--- config.mk ---
export PLATFORM = sky130hd
export DESIGN_NAME = json_string_unescape
export DESIGN_NICKNAME = d
export VERILOG_FILES = /design/src/rtl/core/jsu_pkg.sv /design/src/rtl/core/jsu_front.sv /design/src/rtl/core/jsu_queue.sv /design/src/rtl/core/jsu_back.sv /design/src/rtl/core/json_string_unescape.sv
export SDC_FILE = /design/constraint.sdc
export NUM_CORES = 1
export LEC_CHECK = 0
export BUFFER_PORTS_ARGS = -buffer_cell sky130_fd_sc_hd__clkbuf_2
export CORE_UTILIZATION = 54
export DETAILED_ROUTE_END_ITERATION = 16
export GPL_TIMING_DRIVEN = 0
export PLACE_DENSITY = 0.8
export SETUP_SLACK_MARGIN = 0.02
export SYNTH_ARGS = -nofsm -noshare
export SYNTH_HDL_FRONTEND = slang
export SYNTH_SLANG_ARGS = --single-unit
--- constraint.sdc ---
create_clock -name i_clk -period 17 [get_ports i_clk]
set_clock_uncertainty 0.15 [all_clocks]
set_input_delay 1.7 -clock i_clk [delete_from_list [all_inputs] [get_ports i_clk]]
set_output_delay 1.7 -clock i_clk [all_outputs]
set_load 0.01 [all_outputs]
--- src/rtl/core/jsu_pkg.sv ---
// types, codes and constants shared by the json string unescape block
package jsu_pkg;

    // result status codes
    localparam logic [2:0] ST_DATA     = 3'd0;
    localparam logic [2:0] ST_CLOSED   = 3'd1;
    localparam logic [2:0] ST_NO_QUOTE = 3'd2;
    localparam logic [2:0] ST_BAD_HEX  = 3'd3;
    localparam logic [2:0] ST_UNTERM   = 3'd4;

    // command kinds passed from front to back
    localparam logic [1:0] K_NONE = 2'd0;
    localparam logic [1:0] K_RAW  = 2'd1;
    localparam logic [1:0] K_CP   = 2'd2;
    localparam logic [1:0] K_STAT = 2'd3;

    // results one command can expand to
    localparam int unsigned MAX_RES = 7;

    typedef struct packed {
        logic [7:0] byte_in;
        logic       end_of_input;
    } t_in;

    typedef struct packed {
        logic [7:0] out_byte;
        logic [2:0] status;
        logic       last;
    } t_out;

    typedef struct packed {
        logic        flush;
        logic [9:0]  held;
        logic [1:0]  kind;
        logic [20:0] data;
        logic [2:0]  status;
    } t_cmd;

endpackage

--- src/rtl/core/jsu_front.sv ---
// front end: accepts input bytes, tracks string and escape state, issues commands
module jsu_front (
    input  logic          i_clk,
    input  logic          i_rst_n,
    input  logic          i_valid,
    output logic          o_ready,
    input  jsu_pkg::t_in  i_in,
    input  logic          i_full,
    output logic          o_push,
    output jsu_pkg::t_cmd o_cmd
);
    import jsu_pkg::*;

    localparam logic [1:0] M_IDLE = 2'd0;
    localparam logic [1:0] M_STR  = 2'd1;
    localparam logic [1:0] M_ESC  = 2'd2;
    localparam logic [1:0] M_HEX  = 2'd3;

    localparam logic [7:0] CH_QUOTE = 8'h22;
    localparam logic [7:0] CH_BSL   = 8'h5C;
    localparam logic [7:0] CH_U     = 8'h75;

    logic [1:0]  r_mode, n_mode;
    logic [1:0]  r_cnt, n_cnt;
    logic [15:0] r_acc, n_acc;
    logic [9:0]  r_held, n_held;
    logic        r_hold, n_hold;

    logic        accept;
    logic        err;
    logic [2:0]  err_code;
    logic        go_idle;
    logic [4:0]  hex_d;
    logic [15:0] hex_v;
    logic [7:0]  b;
    logic        eoi;
    t_cmd        cmd;

    function automatic logic [4:0] hex_value(input logic [7:0] c);
        logic [4:0] r;
        r = '0;
        if (c >= 8'h30 && c <= 8'h39) begin
            r = {1'b1, 4'(c - 8'h30)};
        end else if (c >= 8'h61 && c <= 8'h66) begin
            r = {1'b1, 4'(c - 8'h57)};
        end else if (c >= 8'h41 && c <= 8'h46) begin
            r = {1'b1, 4'(c - 8'h37)};
        end
        return r;
    endfunction

    function automatic logic [7:0] escape_byte(input logic [7:0] c);
        logic [7:0] r;
        case (c)
            8'h6E:   r = 8'h0A;
            8'h74:   r = 8'h09;
            8'h72:   r = 8'h0D;
            8'h62:   r = 8'h08;
            8'h66:   r = 8'h0C;
            default: r = c;
        endcase
        return r;
    endfunction

    assign b      = i_in.byte_in;
    assign eoi    = i_in.end_of_input;
    assign hex_d  = hex_value(b);
    assign hex_v  = {r_acc[11:0], hex_d[3:0]};
    assign o_ready = !i_full;
    assign accept = i_valid && !i_full;

    always_comb begin
        n_mode   = r_mode;
        n_cnt    = r_cnt;
        n_acc    = r_acc;
        n_held   = r_held;
        n_hold   = r_hold;
        cmd      = '0;
        cmd.kind = K_NONE;
        err      = 1'b0;
        err_code = ST_DATA;
        go_idle  = 1'b0;
        case (r_mode)
            M_STR: begin
                if (b == CH_QUOTE) begin
                    cmd.flush  = r_hold;
                    cmd.held   = r_held;
                    cmd.kind   = K_STAT;
                    cmd.status = ST_CLOSED;
                    go_idle    = 1'b1;
                end else if (b == CH_BSL) begin
                    n_mode = M_ESC;
                    if (eoi) begin
                        err      = 1'b1;
                        err_code = ST_UNTERM;
                    end
                end else begin
                    cmd.flush = r_hold;
                    cmd.held  = r_held;
                    cmd.kind  = K_RAW;
                    cmd.data  = {13'd0, b};
                    n_hold    = 1'b0;
                    n_held    = '0;
                    if (eoi) begin
                        err      = 1'b1;
                        err_code = ST_UNTERM;
                    end
                end
            end
            M_ESC: begin
                if (b == CH_U) begin
                    n_mode = M_HEX;
                    n_cnt  = '0;
                    n_acc  = '0;
                    if (eoi) begin
                        err      = 1'b1;
                        err_code = ST_BAD_HEX;
                    end
                end else begin
                    cmd.flush = r_hold;
                    cmd.held  = r_held;
                    cmd.kind  = K_RAW;
                    cmd.data  = {13'd0, escape_byte(b)};
                    n_hold    = 1'b0;
                    n_held    = '0;
                    n_mode    = M_STR;
                    if (eoi) begin
                        err      = 1'b1;
                        err_code = ST_UNTERM;
                    end
                end
            end
            M_HEX: begin
                if (!hex_d[4]) begin
                    err      = 1'b1;
                    err_code = ST_BAD_HEX;
                end else if (r_cnt == 2'd3) begin
                    n_cnt  = '0;
                    n_acc  = '0;
                    n_mode = M_STR;
                    if (r_hold && hex_v[15:10] == 6'b110111) begin
                        cmd.kind = K_CP;
                        cmd.data = 21'h10000 + {1'b0, r_held, hex_v[9:0]};
                        n_hold   = 1'b0;
                        n_held   = '0;
                    end else begin
                        cmd.flush = r_hold;
                        cmd.held  = r_held;
                        if (hex_v[15:10] == 6'b110110) begin
                            n_held = hex_v[9:0];
                            n_hold = 1'b1;
                        end else begin
                            cmd.kind = K_CP;
                            cmd.data = {5'd0, hex_v};
                            n_hold   = 1'b0;
                            n_held   = '0;
                        end
                    end
                    if (eoi) begin
                        err      = 1'b1;
                        err_code = ST_UNTERM;
                    end
                end else begin
                    n_acc = hex_v;
                    n_cnt = r_cnt + 2'd1;
                    if (eoi) begin
                        err      = 1'b1;
                        err_code = ST_BAD_HEX;
                    end
                end
            end
            default: begin
                if (b != CH_QUOTE) begin
                    err      = 1'b1;
                    err_code = ST_NO_QUOTE;
                end else if (eoi) begin
                    err      = 1'b1;
                    err_code = ST_UNTERM;
                end else begin
                    n_mode = M_STR;
                    n_cnt  = '0;
                    n_acc  = '0;
                    n_held = '0;
                    n_hold = 1'b0;
                end
            end
        endcase
        // an error drops everything else this byte caused
        if (err) begin
            cmd        = '0;
            cmd.kind   = K_STAT;
            cmd.status = err_code;
            go_idle    = 1'b1;
        end
        if (go_idle) begin
            n_mode = M_IDLE;
            n_cnt  = '0;
            n_acc  = '0;
            n_held = '0;
            n_hold = 1'b0;
        end
    end

    assign o_cmd  = cmd;
    assign o_push = accept && (cmd.flush || cmd.kind != K_NONE);

    always_ff @(posedge i_clk) begin
        if (!i_rst_n) begin
            r_mode <= M_IDLE;
            r_cnt  <= '0;
            r_acc  <= '0;
            r_held <= '0;
            r_hold <= 1'b0;
        end else if (accept) begin
            r_mode <= n_mode;
            r_cnt  <= n_cnt;
            r_acc  <= n_acc;
            r_held <= n_held;
            r_hold <= n_hold;
        end
    end

endmodule

--- src/rtl/core/jsu_queue.sv ---
// command queue between front and back
module jsu_queue #(
    parameter int unsigned P_DEPTH = 4
) (
    input  logic          i_clk,
    input  logic          i_rst_n,
    input  logic          i_push,
    input  jsu_pkg::t_cmd i_cmd,
    output logic          o_full,
    input  logic          i_pop,
    output logic          o_empty,
    output jsu_pkg::t_cmd o_cmd
);
    import jsu_pkg::*;

    localparam int unsigned AW = (P_DEPTH > 1) ? $clog2(P_DEPTH) : 1;
    localparam int unsigned CW = $clog2(P_DEPTH + 1);
    localparam logic [AW-1:0] LAST_PTR = AW'(P_DEPTH - 1);
    localparam logic [CW-1:0] FULL_CNT = CW'(P_DEPTH);

    t_cmd          r_mem [P_DEPTH];
    logic [AW-1:0] r_wr, r_rd;
    logic [CW-1:0] r_count;
    logic          do_push, do_pop;

    assign o_full  = (r_count == FULL_CNT);
    assign o_empty = (r_count == '0);
    assign do_push = i_push && !o_full;
    assign do_pop  = i_pop && !o_empty;
    assign o_cmd   = r_mem[r_rd];

    always_ff @(posedge i_clk) begin
        if (do_push) begin
            r_mem[r_wr] <= i_cmd;
        end
    end

    always_ff @(posedge i_clk) begin
        if (!i_rst_n) begin
            r_wr    <= '0;
            r_rd    <= '0;
            r_count <= '0;
        end else begin
            if (do_push) begin
                r_wr <= (r_wr == LAST_PTR) ? '0 : r_wr + AW'(1);
            end
            if (do_pop) begin
                r_rd <= (r_rd == LAST_PTR) ? '0 : r_rd + AW'(1);
            end
            if (do_push && !do_pop) begin
                r_count <= r_count + CW'(1);
            end else if (do_pop && !do_push) begin
                r_count <= r_count - CW'(1);
            end
        end
    end

endmodule

--- src/rtl/core/jsu_back.sv ---
// back end: expands commands into utf-8 result items, one item per cycle while the output is ready
module jsu_back (
    input  logic          i_clk,
    input  logic          i_rst_n,
    input  logic          i_empty,
    input  jsu_pkg::t_cmd i_cmd,
    output logic          o_pop,
    output logic          o_valid,
    input  logic          i_ready,
    output jsu_pkg::t_out o_out
);
    import jsu_pkg::*;

    typedef struct packed {
        logic [3:0][7:0] b;
        logic [2:0]      n;
    } t_enc;

    logic [7:0] r_list [MAX_RES];
    logic [7:0] n_list [MAX_RES];
    logic [2:0] r_cnt, n_cnt;
    logic [2:0] r_idx;
    logic       r_vld;
    logic       r_is_stat;
    logic [2:0] r_stat;
    logic       is_last;
    logic       load;
    logic [2:0] off;
    t_enc       enc_f, enc_m;

    function automatic t_enc utf8(input logic [20:0] cp);
        t_enc e;
        e = '0;
        if (cp < 21'h80) begin
            e.b[0] = cp[7:0];
            e.n    = 3'd1;
        end else if (cp < 21'h800) begin
            e.b[0] = {3'b110, cp[10:6]};
            e.b[1] = {2'b10, cp[5:0]};
            e.n    = 3'd2;
        end else if (cp < 21'h10000) begin
            e.b[0] = {4'b1110, cp[15:12]};
            e.b[1] = {2'b10, cp[11:6]};
            e.b[2] = {2'b10, cp[5:0]};
            e.n    = 3'd3;
        end else begin
            e.b[0] = {5'b11110, cp[20:18]};
            e.b[1] = {2'b10, cp[17:12]};
            e.b[2] = {2'b10, cp[11:6]};
            e.b[3] = {2'b10, cp[5:0]};
            e.n    = 3'd4;
        end
        return e;
    endfunction

    assign enc_f = utf8({5'd0, 6'b110110, i_cmd.held});
    assign enc_m = utf8(i_cmd.data);
    assign off   = i_cmd.flush ? 3'd3 : 3'd0;

    always_comb begin
        for (int i = 0; i < MAX_RES; i++) begin
            n_list[i] = '0;
        end
        if (i_cmd.flush) begin
            for (int j = 0; j < 3; j++) begin
                n_list[j] = enc_f.b[j];
            end
        end
        n_cnt = off;
        case (i_cmd.kind)
            K_RAW: begin
                n_list[off] = i_cmd.data[7:0];
                n_cnt       = off + 3'd1;
            end
            K_CP: begin
                for (int j = 0; j < 4; j++) begin
                    if (3'(j) < enc_m.n) begin
                        n_list[off + 3'(j)] = enc_m.b[j];
                    end
                end
                n_cnt = off + enc_m.n;
            end
            K_STAT: begin
                n_cnt = off + 3'd1;
            end
            default: begin
                n_cnt = off;
            end
        endcase
    end

    assign is_last = (r_idx == r_cnt - 3'd1);
    assign load    = !r_vld || (i_ready && is_last);
    assign o_pop   = load && !i_empty;

    assign o_valid        = r_vld;
    assign o_out.out_byte = r_list[r_idx];
    assign o_out.status   = (is_last && r_is_stat) ? r_stat : ST_DATA;
    assign o_out.last     = is_last;

    always_ff @(posedge i_clk) begin
        if (o_pop) begin
            r_list    <= n_list;
            r_cnt     <= n_cnt;
            r_is_stat <= (i_cmd.kind == K_STAT);
            r_stat    <= i_cmd.status;
        end
    end

    always_ff @(posedge i_clk) begin
        if (!i_rst_n) begin
            r_vld <= 1'b0;
            r_idx <= '0;
        end else if (load) begin
            r_vld <= !i_empty;
            r_idx <= '0;
        end else if (i_ready) begin
            r_idx <= r_idx + 3'd1;
        end
    end

endmodule

--- src/rtl/core/json_string_unescape.sv ---
// top level of the json string literal unescaper
// path: an accepted byte's command is written into the command queue, then loaded into the back end's output registers
// throughput: one byte per cycle while the queue is not full; a byte that yields several results holds the back end,
//   and the command queue of P_QDEPTH entries absorbs such bursts
// bytes that yield no result (backslash, hex digits, held high surrogate) push no command into the queue
// reset: synchronous active low, clears string state, queue and output valid
module json_string_unescape #(
    parameter int unsigned P_QDEPTH = 4
) (
    input  logic          i_clk,
    input  logic          i_rst_n,
    input  logic          i_in_valid,
    output logic          o_in_ready,
    input  jsu_pkg::t_in  i_in,
    output logic          o_out_valid,
    input  logic          i_out_ready,
    output jsu_pkg::t_out o_out
);
    import jsu_pkg::*;

    t_cmd front_cmd, queue_cmd;
    logic push, full, pop, empty;

    jsu_front u_front (
        .i_clk   (i_clk),
        .i_rst_n (i_rst_n),
        .i_valid (i_in_valid),
        .o_ready (o_in_ready),
        .i_in    (i_in),
        .i_full  (full),
        .o_push  (push),
        .o_cmd   (front_cmd)
    );

    jsu_queue #(
        .P_DEPTH (P_QDEPTH)
    ) u_queue (
        .i_clk   (i_clk),
        .i_rst_n (i_rst_n),
        .i_push  (push),
        .i_cmd   (front_cmd),
        .o_full  (full),
        .i_pop   (pop),
        .o_empty (empty),
        .o_cmd   (queue_cmd)
    );

    jsu_back u_back (
        .i_clk   (i_clk),
        .i_rst_n (i_rst_n),
        .i_empty (empty),
        .i_cmd   (queue_cmd),
        .o_pop   (pop),
        .o_valid (o_out_valid),
        .i_ready (i_out_ready),
        .o_out   (o_out)
    );

endmodule

==> Word-level counts from Yosys, hierarchy flattened <==
Memories as Yosys holds them, arrays and structs flattened. A register that Yosys moved wholly into a read port is not among the register bits.
Cells that the tools add are included.
{ "word_totals": {"reg_bits": 101, "inputBits": 13, "ramBits": 148, "elab_cells": 250, "out_inout_bits": 14, "mem_count": 1} }
{ "classes": {"n_reduce_logical": 32, "mux": 120, "n_bitwise": 6, "n_lt_le_gt_ge": 22, "add_sub_neg": 15, "eq_ne": 34} }
{ "memory_table": {"columns": ["name", "words", "width", "rd", "rd_clocked_by_memory_dff", "wr", "line", "rtl"], "rows": [
  ["u_queue.r_mem", 4, 37, 1, 1, 1, "jsu_queue.sv:21", "t_cmd r_mem [P_DEPTH];"]
]} }
{ "ops": {"columns": ["op", "count"], "rows": [
  ["$mux 56", 7],
  ["$bwmux 56", 5],
  ["$mux 34", 4],
  ["$pmux 56 s2", 1],
  ["$pmux 34 s3", 1],
  ["$mux 10", 10],
  ["$demux 8 s3", 4],
  ["$mux 12", 6],
  ["$eq 8x7->1 const B", 7],
  ["$mux 8", 7],
  ["$mux 24", 2],
  ["$mux 23", 2],
  ["$mux 2", 20],
  ["$pmux 8 s5", 1],
  ["$mux 37", 1],
  ["$pmux 12 s3", 1],
  ["$pmux 10 s3", 1],
  ["$mux 3", 9],
  ["$mux 25", 1],
  ["$bmux 8 s3", 1],
  ["$mux 11", 2],
  ["$add 17x20->21 const A", 1],
  ["$lt 21x12->1 const B", 1],
  ["$lt 21x17->1 const B", 1],
  ["51 further kinds", 133]
]} }

==> Depth between registers and ports, before layout <==
{ "depth": {"word_depth": 19, "ltp_mapped": 15, "depth_no_buf": 13} }

==> By module <==
From an unflattened synthesis, not the netlist that was laid out.
{ "hier_totals": {"hier_cells": 863, "hier_area_um2": 11726.2} }
{ "by_module_without_submodules": {"columns": ["mod", "instances", "cells_each", "seq_area_each_um2", "area_per_inst_um2"], "rows": [
  ["jsu_queue", 1, 244, 4624.4, 5875.6],
  ["jsu_back", 1, 321, 1821.7, 3543.4],
  ["jsu_front", 1, 298, 540.5, 2307.2]
]} }

==> Worst setup path after synthesis <==
No wires, ideal clock.
{ "synth_timing": {"path_type": "input-to-reg", "from": "in i_out_ready", "to": "reg u_queue.r_count[2]", "t_required_ps": 16780, "path_buffers": 0, "setup_ps": 70, "stages": 9, "path_slack_ps": 11163, "arrival_ps": 5617, "cell_sequence": "a21boi_0 -> nor2_1 -> inv_1 -> ha_1 -> inv_1 -> fa_1 -> xor2_1 -> or3_1 -> a21oi_1"} }
{ "synth_via": {"elab_chain_cells": 7, "elab_cells_between_ends": 9, "classes_between": "1 x mux; 8 x reduce/logical"} }
{ "synth_rtl": {"columns": ["element", "line", "rtl"], "rows": [
  ["start, declared", "json_string_unescape.sv:16", "input logic i_out_ready,"],
  ["$logic_and 1x1->1 (*)", "jsu_back.sv:93", "assign load = !r_vld || (i_ready && is_last);"],
  ["$logic_or 1x1->1 (*)", "jsu_back.sv:93", null],
  ["$logic_and 1x1->1 (*)", "jsu_back.sv:94", "assign o_pop = load && !i_empty;"],
  ["named net pop", "json_string_unescape.sv:22", "logic push, full, pop, empty;"],
  ["$logic_and 1x1->1 (*)", "jsu_queue.sv:29", "assign do_pop = i_pop && !o_empty;"],
  ["$logic_not 1->1", "jsu_queue.sv:50", "if (do_push && !do_pop) begin"],
  ["$logic_and 1x1->1", "jsu_queue.sv:50", null],
  ["$mux 3 or $reduce_bool 2->1 (tied branches)", null, null],
  ["end signal, assigned", "jsu_queue.sv:51", "r_count <= r_count + CW'(1);"],
  ["end signal, assigned", "jsu_queue.sv:53", "r_count <= r_count - CW'(1);"],
  ["end, declared", "jsu_queue.sv:23", "logic [CW-1:0] r_count;"]
]} }
Mark *: on every way through the listed nets, which the timed path passes. The rest lies on a longest branch.
A chain may end at the register's enable or synchronous reset.

==> Worst setup path in the final report <==
{ "layout_timing": {"from": "in i_in[1] in the netlist's numbering", "to": "reg u_queue.r_count[2]"} }
{ "layout_via": {"elab_chain_cells": 15, "elab_cells_between_ends": 35, "classes_between": "6 x order compare; 4 x eq/ne; 14 x mux; 11 x reduce/logical"} }
{ "layout_rtl": {"columns": ["element", "line", "rtl"], "rows": [
  ["start, declared", "json_string_unescape.sv:14", "input jsu_pkg::t_in i_in,"],
  ["$ge 8x7->1 or $le 8x7->1 (tied branches)", "jsu_front.sv:46", "end else if (c >= 8'h41 && c <= 8'h46) begin"],
  ["$logic_and 1x1->1", "jsu_front.sv:46", null],
  ["$mux 5", "jsu_front.sv:46", null],
  ["$mux 5", "jsu_front.sv:44", "end else if (c >= 8'h61 && c <= 8'h66) begin"],
  ["$mux 5", "jsu_front.sv:42", "if (c >= 8'h30 && c <= 8'h39) begin"],
  ["$mux 34 or $mux 1 (tied branches)", "jsu_front.sv:134", "if (!hex_d[4]) begin"],
  ["$pmux 34 s3 or $pmux 1 s3 (tied branches)", "jsu_front.sv:83", "case (r_mode)"],
  ["$mux 37 (*)", "jsu_front.sv:189", "if (err) begin"],
  ["$reduce_bool 2->1", "jsu_front.sv:205", "assign o_push = accept && (cmd.flush || cmd.kind != K_NONE);"],
  ["$logic_or 1x1->1 (*)", "jsu_front.sv:205", null],
  ["$logic_and 1x1->1 (*)", "jsu_front.sv:205", null],
  ["$logic_and 1x1->1 (*)", "jsu_queue.sv:28", "assign do_push = i_push && !o_full;"],
  ["named net u_queue.do_push", "jsu_queue.sv:24", "logic do_push, do_pop;"],
  ["$logic_not 1->1", "jsu_queue.sv:52", "end else if (do_pop && !do_push) begin"],
  ["$logic_and 1x1->1", "jsu_queue.sv:52", null],
  ["$reduce_bool 2->1 (no source line)", null, null]
]} }
Marks and branches as above.

==> flow_summary.yaml <==
setup_path:
  reg2reg_slack_ns: 11.61
  worst-endpoint-arrival_ns: 5.70
  crit_path_end_kind: "flip-flop"
  cp_slowest_cell: "nor4b_2"
  worstSetupPathType: "input pin to flip-flop"
  worst_setup_path_start_kind: "input pin"
  crit_path_cell_trace: "clkbuf_2, inv_1, ha_1, nor4b_2, nand2_1, a21oi_1, and2_1, clkbuf_1, a41o_1, clkbuf_1, ha_1, inv_1, fa_1, xor2_1, or3_1, a21oi_1"
  reg2reg_depth: 12
  critPathMaxFanout: 9
  cpPeakStageDelay_ns: 0.45
  cp.required_ns: 17.30
  r2r_end: "u_back.r_list[24]$_SDFFCE_PP0P_"
min_path:
  hp-start: "u_front.r_cnt[1]$_SDFFE_PN0P_"
  holdPathEnd: "u_front.r_cnt[1]$_SDFFE_PN0P_"
  hold_path.class: "flip-flop to flip-flop"
  min_path_cells: 2
global_routing:
  grt_pass1_wl_um: 42500
  grt_start_max_net_pins: 36
  grt_use_total_pct: 25.7
  antenna_found_initial: 0
  grt_overflow: 0
  grt_pass1_vias: 7487
power:
  power.share.clock_pct: 28.0
  p_switching_uw: 606
  intPower_mw: 1.31
  combPwrFrac_pct: 29.5
  power_density_mw_per_mm2: 148
  cellLeakagePower_nw: 4.49
  p_sw_share_pct: 31.6
  seqPwrFrac_pct: 42.5
  ir_drop_uv: 73.6
route:
  drt_iter0_drc: 720
  routedWlPerCell_um: 22.1
  vias: 7620
  drcViolationCount: 0
  vias_per_cell: 6.14
  firstDrtPassIters: 6
  ant_nets: 0
  drt-total-wl_um: 27400
die:
  ios: 27
  fp.dieArea_mm2: 0.0220
  dieWidth_um: 148
  fp.coreArea_mm2: 0.0210
  initial_core_util_pct: 55.1
  rows: 53
  die_h_um: 148
synthesis:
  syn_area_per_cell_um2: 13.0
  synth_common_cells: "edfxtp_1, nand2_1, nor2_1"
  synth_most_common_cell: "edfxtp_1"
  synth_area_leaders: "edfxtp_1, mux4_2, dfxtp_1, mux2i_1, nand2_1"
  synth_flop_cell: "edfxtp_1"
  synth_fp_nets: 930
  syn_area_mm2: 0.0116
  synth_edf_count: 206
  synth_seq_cells: 246
  synth_top_area_share_pct: 53.4
  yosysTopAreaCell: "edfxtp_1"
  synth_cells: 891
  yosysUniqueCellTypes: 71
  ys.warnings.count: 0
  yosysSeqAreaShare_pct: 60.4
  synthArstFlopShare_pct: 0
sta:
  max_slew_margin_pct: 17.2
  finalSetupViolCount: 0
  drv_slew: 0
  period_needed_ns: 5.40
  fin_crit_sh_pct: 31.8
  timing.fmax_mhz: 185
  timing.setup.tns_ns: 0
  worst_slew_pin_slew_ns: 1.23
  setup_ws_ns: 11.60
  hold_viol_final: 0
  rsz0062_at_grt: "false"
place:
  io_buffers: 25
  place_congestion: 1.01
  dp_hpwl_um: 19300
  preCtsSetupSlack_ns: 11.01
clock_network:
  path_clk_slew_ns: 0.06
  clock_path_buffers: 3
  htree_levels: 1
  clock-sinks: 246
  tritoncts: "built"
  cts_root_buffer: "clkbuf_16"
  cts_resized: 0
  worstSkewPairLatency_ns: 0.52
  cts_setup_buffers: 0
  cts_hold_buf: 0
  cts_made_buffers: 25
finish:
  fin_nets: 987
  area_growth_pct: 12.0
  layout-drive-gt1-share_pct: 14.8
  fill_cells: 1627
  antenna_cells: 0
run_status:
  status: "finished clean"
job:
  cap_violations: 0
-- worst max path at each step --
stage / from / end / cells past startpoint / slack, ns
after floorplan: i_out_ready / u_queue.r_count[2]$_SDFFE_PN0P_ / 9 / 11.16
after global placement: u_back.r_idx[2]$_SDFFE_PP0P_ / u_queue.r_count[2]$_SDFFE_PN0P_ / 12 / 9.29
after detailed placement: i_in[1] / u_queue.r_count[2]$_SDFFE_PN0P_ / 15 / 11.01
after CTS: i_in[1] / u_queue.r_count[2]$_SDFFE_PN0P_ / 15 / 11.52
after global routing: i_in[1] / u_queue.r_count[2]$_SDFFE_PN0P_ / 16 / 11.30
final: i_in[1] / u_queue.r_count[2]$_SDFFE_PN0P_ / 16 / 11.60
-- through the flow --
| stage | area [um2] | cells | util (%) | total power [mW] | hold WS [ns] |
|---|---|---|---|---|---|
| 6_report | 13000 | 1242 | 61.7 | 1.92 | 0.316 |
| 5_1_grt | 13000 | 1242 | 61.7 | 2.00 | 0.336 |
| 4_1_cts | 13000 | 1242 | 61.7 | 1.92 | 0.321 |
| 3_5_place_dp | 12200 | 1196 | 57.8 | 1.39 | 0.312 |
| 3_3_place_gp | 12000 | 1191 | 57.3 | 1.37 | 0.301 |
| 2_1_floorplan | 11600 | 891 | - | 1.21 | 0.288 |
-- layer usage --
metal | GRT usage [%] | wire length [um]
met5 | 0 | 0
met4 | 8.56 | 850
met3 | 4.60 | 1860
met2 | 44.1 | 13700
met1 | 33.2 | 11000
-- cell usage in the layout (no fill, tap or decap), drive strengths merged, types with 12 or more instances in the layout --
cell type / netlist / layout
and2: 24 / 24
nand3: 20 / 20
nor2: 66 / 66
mux2i: 42 / 42
ha: 24 / 24
clkbuf: 30 / 84
and3: 12 / 12
a21oi: 52 / 52
clkinv: 0 / 12
nand2: 109 / 109
o21ai: 30 / 30
edfxtp: 206 / 206
a22oi: 13 / 13
mux4: 44 / 44
buf: 14 / 19
dfxtp: 40 / 40
inv: 34 / 37
o22ai: 15 / 15
-- cell type report --
cell class	instances	area [um2]	share of cell area, %
Buffer	44	196	1.52
Clock buffer	29	661	5.10
Clock inverter	17	144	1.11
Inverter	34	128	0.985
Multi-Input combinational cell	567	4280	33.0
Sequential cell	246	6990	53.9
Tap cell	275	344	2.65
Timing Repair Buffer	30	225	1.74
-- power groups by stage --
stage | combinational [mW] | sequential (mW) | clock [mW]
finish | 0.566 | 0.816 | 0.536
floorplan | 0.387 | 0.824 | 0
global route | 0.608 | 0.824 | 0.566
detailed placement | 0.559 | 0.828 | 0
CTS | 0.563 | 0.817 | 0.544
global placement | 0.534 | 0.833 | 0
-- critical path: cells and delay by family --
family / cells / cell delay, ns
buffers and inverters: 5 / 0.98
AO/OA/AOI/OAI: 3 / 0.79
adder cells (fa/ha/maj): 3 / 0.82
AND/OR/NAND/NOR: 4 / 1.24
XOR/XNOR: 1 / 0.18
-- registers in the layout, indices dropped and copies added, names as in the netlist, 3 cells and up, named ones only --
signal	cells
u_back.r_cnt	3
u_back.r_idx	3
u_back.r_list	51
u_back.r_stat	3
u_front.r_acc	12
u_front.r_held	10
u_queue.r_count	3
u_queue.r_mem	148
-- cells by family (layout without fill, tap and decap cells) --
| logic type | Yosys count | in the layout | share of synthesized area, % |
|---|---|---|---|
| and+or+nand+nor | 280 | 280 | 11.6 |
| DFF | 246 | 246 | 60.4 |
| buffers and inverters | 78 | 154 | 2.80 |
| adders and majority gates | 26 | 26 | 2.94 |
| muxes | 88 | 88 | 12.4 |
| AOI/OAI and AO/OA | 163 | 163 | 8.97 |
| xor gates and xnor gates | 10 | 10 | 0.886 |
Power figures use the tool's default switching activity.
